$ cat src/rtl/wsjd_pkg.sv
// Shared types, codes and widths for the work-stealing job dispatcher.
`timescale 1ns / 1ps

package wsjd_pkg;

  localparam int DEF_NUM_WORKERS = 8;
  localparam int DEF_STACK_DEPTH = 16;
  localparam int DEF_TOKEN_WIDTH = 32;

  localparam int KIND_W   = 1;
  localparam int WORKER_W = 3;
  localparam int TOKEN_W  = 32;
  localparam int STATUS_W = 2;
  localparam int CFG_W    = 4;
  localparam int SCAN_W   = 5;

  localparam logic [CFG_W-1:0] WORKERS_RESET = 4'd8;

  localparam logic [KIND_W-1:0] KIND_SUBMIT = 1'b0;
  localparam logic [KIND_W-1:0] KIND_FETCH  = 1'b1;

  typedef enum logic [STATUS_W-1:0] {
    STATUS_SUBMITTED  = 2'd0,
    STATUS_HANDED_OUT = 2'd1,
    STATUS_NO_JOB     = 2'd2,
    STATUS_DROPPED    = 2'd3
  } status_t;

  typedef struct packed {
    logic load_item;
    logic exec;
    logic respond;
  } ctrl_cmd_t;

  typedef struct packed {
    logic out_valid;
  } dp_stat_t;

endpackage

$ cat src/rtl/wsjd_ctrl.sv
// Controller state machine sequencing accept, execute and respond steps.
`timescale 1ns / 1ps

module wsjd_ctrl (
  input  logic                clk,
  input  logic                rst,
  input  logic                req_valid,
  output logic                req_ready,
  input  logic                rsp_ready,
  input  wsjd_pkg::dp_stat_t  stat,
  output wsjd_pkg::ctrl_cmd_t cmd
);

  typedef enum logic [2:0] {
    ST_IDLE = 3'b001,
    ST_EXEC = 3'b010,
    ST_RESP = 3'b100
  } state_t;

  state_t state;
  state_t state_next;
  logic   slot_free;
  logic   accept;

  assign slot_free = !stat.out_valid || rsp_ready;
  assign req_ready = (state == ST_IDLE) || ((state == ST_RESP) && slot_free);
  assign accept    = req_valid && req_ready;

  assign cmd.load_item = accept;
  assign cmd.exec      = (state == ST_EXEC);
  assign cmd.respond   = (state == ST_RESP) && slot_free;

  always_comb begin
    state_next = state;
    unique case (state)
      ST_IDLE: begin
        if (accept) begin
          state_next = ST_EXEC;
        end
      end
      ST_EXEC: begin
        state_next = ST_RESP;
      end
      ST_RESP: begin
        if (slot_free) begin
          state_next = accept ? ST_EXEC : ST_IDLE;
        end
      end
      default: begin
        state_next = ST_IDLE;
      end
    endcase
  end

  always_ff @(posedge clk) begin
    if (rst) begin
      state <= ST_IDLE;
    end else begin
      state <= state_next;
    end
  end

endmodule

$ cat config.mk
export PLATFORM = sky130hd
export DESIGN_NAME = wsjd_ctrl
export DESIGN_NICKNAME = d
export VERILOG_FILES = /design/src/rtl/wsjd_pkg.sv /design/src/rtl/wsjd_ctrl.sv
export SDC_FILE = /design/constraint.sdc
export NUM_CORES = 1
export LEC_CHECK = 0
export ABC_AREA = 0
export BUFFER_PORTS_ARGS = -buffer_cell sky130_fd_sc_hd__clkbuf_2
export CAP_MARGIN = 15
export CORE_AREA = 2 2 39 41
export DETAILED_ROUTE_END_ITERATION = 8
export DIE_AREA = 0 0 41 43
export GPL_TIMING_DRIVEN = 0
export PLACE_DENSITY = 0.41
export SLEW_MARGIN = 25
export SYNTH_ARGS = -nofsm -noshare
export SYNTH_HDL_FRONTEND = slang
export SYNTH_SLANG_ARGS = --single-unit
$ cat constraint.sdc
create_clock -name clk -period 1.45 [get_ports clk]
set_input_delay 0.0725 -clock clk [delete_from_list [all_inputs] [get_ports clk]]
set_output_delay 0.0725 -clock clk [all_outputs]
set_load 0.05 [all_outputs]
=== Word level (Yosys, flattened, before mapping) ===
Cells that the tools add are included.
W data, S select, Z words.

* Output and inout port bits: 4
* Bits of input ports: 5
* Flip-flop bits (word level): 3
* Logic and storage cells: 16

* Eq/ne operators: 5
* Reductions and logical operators: 6
* Mux-type cells: 4

{| class="wikitable"
|+ Operators with widths
! kind !! count
|-
| $pmux W3 S3 || 1
|-
| $mux W3 || 2
|-
| $ne A2 B2 Y1 const B || 2
|-
| $eq A3 B1 Y1 const B || 1
|-
| $eq A3 B2 Y1 const B || 1
|-
| $eq A3 B3 Y1 const B || 1
|-
| $logic_and A1 B1 Y1 || 2
|-
| $logic_or A1 B1 Y1 || 2
|-
| $mux W2 || 1
|-
| $reduce_and A2 Y1 || 1
|-
| $logic_not A1 Y1 || 1
|}

=== Depth between registers and ports, before layout ===
* Word-level depth: 8
* Mapped depth: 4
* Mapped depth without buffers: 3

=== Worst setup path after synthesis ===
OpenSTA, ideal clock, no wires.

* Path kind: register to output
* Start point: reg state[1]
* End point: out cmd[0] in the netlist's numbering
* Cell stages (with the launch flop): 3
* Buffers on the path: 0
* Data required time: 1.378 ns
* Slack: -0.291 ns
* Arrival: 1.669 ns
* Cells stage by stage: dfxtp_1 > and2b_2 > nor3b_1

{| class="wikitable"
|+ RTL lines
! element !! RTL line !! RTL
|-
| from (decl) || wsjd_ctrl.sv:20 || <nowiki>state_t state;</nowiki>
|-
| from (signal assigned) || wsjd_ctrl.sv:59 || <nowiki>state <= state_next;</nowiki>
|-
| to (decl) || wsjd_ctrl.sv:11 || <nowiki>output wsjd_pkg::ctrl_cmd_t cmd</nowiki>
|}

=== Worst setup path in the final report ===
* Start point: reg state[0]
* End point: out cmd[2] in the netlist's numbering

* Longest elaborated chain between the ends: 4
* Elaborated cells between the ends (all ways): 5

{| class="wikitable"
|+ RTL lines
! element !! RTL line !! RTL
|-
| $eq A3 B3 Y1 || wsjd_ctrl.sv:26 || <nowiki>assign req_ready = (state == ST_IDLE) || ((state == ST_RESP) && slot_free);</nowiki>
|-
| $logic_and A1 B1 Y1 || wsjd_ctrl.sv:26 ||
|-
| $logic_or A1 B1 Y1 (*) || wsjd_ctrl.sv:26 ||
|-
| $logic_and A1 B1 Y1 (*) || wsjd_ctrl.sv:27 || <nowiki>assign accept = req_valid && req_ready;</nowiki>
|}

Mark *: on every way between the ends. The rest lies on a longest branch, timed or not.

==> metrics.md <==
| Metric | Value |
|---|---|
| Worst supply voltage drop on vdd | `0.288 mV` |
| Insertion delay to the later sink of the worst-skew pair | `230 ps` |
| Post-route ant nets | `0` |
| Number of placed I/O pins | `9` |
| Series of cell instances along the critical path | `inv_2 > nand3b_1 > a21oi_1 > buf_4 > buf_4` |
| Critical Path Max Stage Delay | `approximately 350 ps` |
| Worst setup SP type | `register` |
| Post-Syn Nets | `26` |
| CTS tree | `yes` |
| Final Hold Violating Endpoints | `0` |
| Worst Path Buf+Inv | `3` |
| Synthesis warning total | `0` |
| Clock buffer count from CTS | `3` |
| Cell occurring most often along the worst timing path | `sky130_fd_sc_hd__buf_4` |
| Worst-path clk slew | `~40 ps` |
| Worst path required time | `~1400 ps` |
| Final sum of negative setup slack | `0 ps` |
| Busiest metal layer after global routing | `met2` |
| Number of buffers on the longest clock path | `2` |
| Number of violations of the max-capacitance limit | `0` |
| Effective utilization at floorplan | `14.0%` |
| Clock sinks | `3` |
| Placed Cells incl. Taps | `45` |
| Flip-flop count of the largest register after layout | `3` |
| Met3 demand-to-capacity share in global routing | `4.71%` |
| Routed length per placed instance | `about 7.8 µm` |
| Die boundary height | `about 43 µm` |
| Finished Layout Cells | `49` |
| H-tree levels | `1` |
| Ant diodes | `0` |
| Worst slew margin | `81.6%` |
| # fillers | `between 150 and 200` |
| Largest net degree at the start of global routing | `5` |
| Static leakage | `between 0.0001 and 0.00015 µW` |
| X dimension of the die | `41 µm` |
| Max Clk Rate | `0.759 GHz` |
| Via density per instance | `roughly 3.8` |
| Largest delay contributor family on the critical path | `buffers and inverters` |
| Worst clock skew | `around 7.9 ps` |
| Total number of nets in the final design | `39` |
| Number of rows created at floorplan | `14` |
| Outcome | `completed` |
| Library cell used as clock root buffer | `sky130_fd_sc_hd__clkbuf_4` |
| Time the final worst path needs with I/O delays and setup | `1320 ps` |
| Final worst-path cycle share | `a little over 90%` |
| Number of DRC violations after detailed routing | `0` |
| Number of buffers inserted by port buffering | `8` |
| Weighted congestion reported at the end of routability-driven placement | `about 0.64` |
| Post-synthesis sequential element count | `3` |
| Registers with the most flip-flops | `state (3)` |
| Slowest stage cell, crit path | `sky130_fd_sc_hd__dfxtp_1` |
| Arrival time at the worst endpoint | `about 1300 ps` |
| Mapped Area | `around 190 µm²` |
| Total count of max-transition violations in the final report | `0` |
| Number of buffers added for setup after CTS | `0` |
| Global-route wire length before repair | `roughly 750 µm` |
| Global routing usage on met2 | `8.75%` |
| Least-Margin Pin Slew | `approximately 280 ps` |
| Register ranked first by flip-flop count | `state` |
| Hold crit path type | `primary input to register` |
| Hold-fix buffers, CTS | `0` |
| Share of layout cells above drive strength 1 | `a little over half` |
| Critical path start-end classification | `register to output port` |
| Via count of the first global-routing pass | `199` |
| Total wire length | `380 µm` |
| HPWL Detailed | `313 µm` |
| Post-Layout Inst Area | `288 µm²` |
| Antenna violations before repair | `0` |
| Nature of the critical path endpoint | `output port` |
| Overall track demand over capacity in global routing | `6.82%` |
| Core region area | `approximately 1400 µm²` |
| Total iterations of the first detailed-routing run | `2` |
| Cts repair resizes | `0` |
| Initial DRC count | `5` |
| Setup repair after global routing missed its margin | `no` |
| Critical path peak fanout | `4` |
| Proportion of synthesized chip area in sequential cells | `31.0%` |
| Per-instance average area after synthesis | `9.24 µm²` |
| Count of distinct cell types in the synthesized netlist | `17` |
| Setup violation total in the final timing report | `0` |
| Instance count of the mapped netlist | `21` |
| Area Overhead vs Synth | `48.4%` |
| Placed Area | `around 260 µm²` |
| Fraction of met1 tracks used by global routing | `7.05%` |
| Areal power density over the cells | `about 1100 nW/µm²` |
| Vias post-DR | `between 150 and 200` |
| Aggregate global routing overflow | `0` |
| Total die area | `1760 µm²` |
logic make-up (layout without fill, tap and decap cells):
logic type	after synthesis	in the layout	share of synthesized area, %
compound gates	7	7	26.5
buf+inv	2	14	5.81
flops	3	3	31.0
simple gates	9	9	36.8
layout make-up:
class	instances	area [µm²]	share of cell area [%]
inverter	1	3.75	1.30
clock buffer	4	26.3	9.13
sequential	3	60.1	20.9
tap	16	20.0	6.96
buffer	1	7.51	2.61
timing repair buffer	8	42.5	14.8
multi-input combinational	16	128	44.3
path summary, 6_finish.rpt:
path,slack (ps),startpoint,cells after the start,endpoint
max,130,state[0]$_SDFFE_PP1P_,5,cmd[2]
max reg2reg,520,state[0]$_SDFFE_PP1P_,3,state[0]$_SDFFE_PP1P_
min reg2reg,540,state[0]$_SDFFE_PP1P_,1,state[2]$_SDFFE_PP0P_
min,40,rst,2,state[1]$_SDFFE_PP0P_
stage by stage:
step | total power [µW] | utilization [%] | hold WS [ps] | setup WS (ps)
floorplan | 147 | - | 137 | 65.8
global placement | 164 | 18.7 | 287 | 288
detailed placement | 164 | 18.7 | 283 | 271
CTS | 318 | 20.6 | 30.6 | 28.1
global route | 328 | 20.8 | 37.7 | 20.2
finish | 311 | 20.8 | 35.8 | 132
Yosys cell counts (all sizes together):
library cell	instances	area share (%)
o211ai	1	3.9
nor3	1	2.6
and2	1	3.2
a21oi	3	7.7
nor2b	1	7.1
a2bb2oi	1	4.5
inv	1	1.9
buf	1	3.9
nor3b	1	3.9
a211oi	1	6.5
a21o	1	3.9
nand3b	1	3.9
and2b	2	8.4
nand2b	2	7.7
dfxtp	3	31
routing by layer:
layer	vias to the layer above	wire, µm	part of all wire, %
li1	99	-	-
met1	78	170	45
met2	7	168	44
met3	2	36	9.5
met4	0	6	1.6
met5	-	0	0
cells in the final DEF, fill, tap and decap left out:
master | netlist | routed
sky130_fd_sc_hd__a211oi_2 | 1 | 1
sky130_fd_sc_hd__a21o_1 | 1 | 1
sky130_fd_sc_hd__a21oi_1 | 3 | 3
sky130_fd_sc_hd__a2bb2oi_1 | 1 | 1
sky130_fd_sc_hd__and2_1 | 1 | 1
sky130_fd_sc_hd__and2b_1 | 1 | 1
sky130_fd_sc_hd__and2b_2 | 1 | 1
sky130_fd_sc_hd__buf_4 | 1 | 2
sky130_fd_sc_hd__clkbuf_1 | 0 | 1
sky130_fd_sc_hd__clkbuf_2 | 0 | 7
sky130_fd_sc_hd__clkbuf_4 | 0 | 3
sky130_fd_sc_hd__dfxtp_1 | 3 | 3
sky130_fd_sc_hd__inv_2 | 1 | 1
sky130_fd_sc_hd__nand2b_1 | 1 | 1
sky130_fd_sc_hd__nand2b_2 | 1 | 1
sky130_fd_sc_hd__nand3b_1 | 1 | 1
sky130_fd_sc_hd__nor2b_4 | 1 | 1
sky130_fd_sc_hd__nor3_1 | 1 | 1
sky130_fd_sc_hd__nor3b_2 | 0 | 1
sky130_fd_sc_hd__o211ai_1 | 1 | 1
where the power goes:
group          switching (µW)  internal [µW]
combinational            43.5           27.5
clock                    44.4            103
sequential               4.94           87.5
Note: power is estimated with default switching activity, not from simulation.
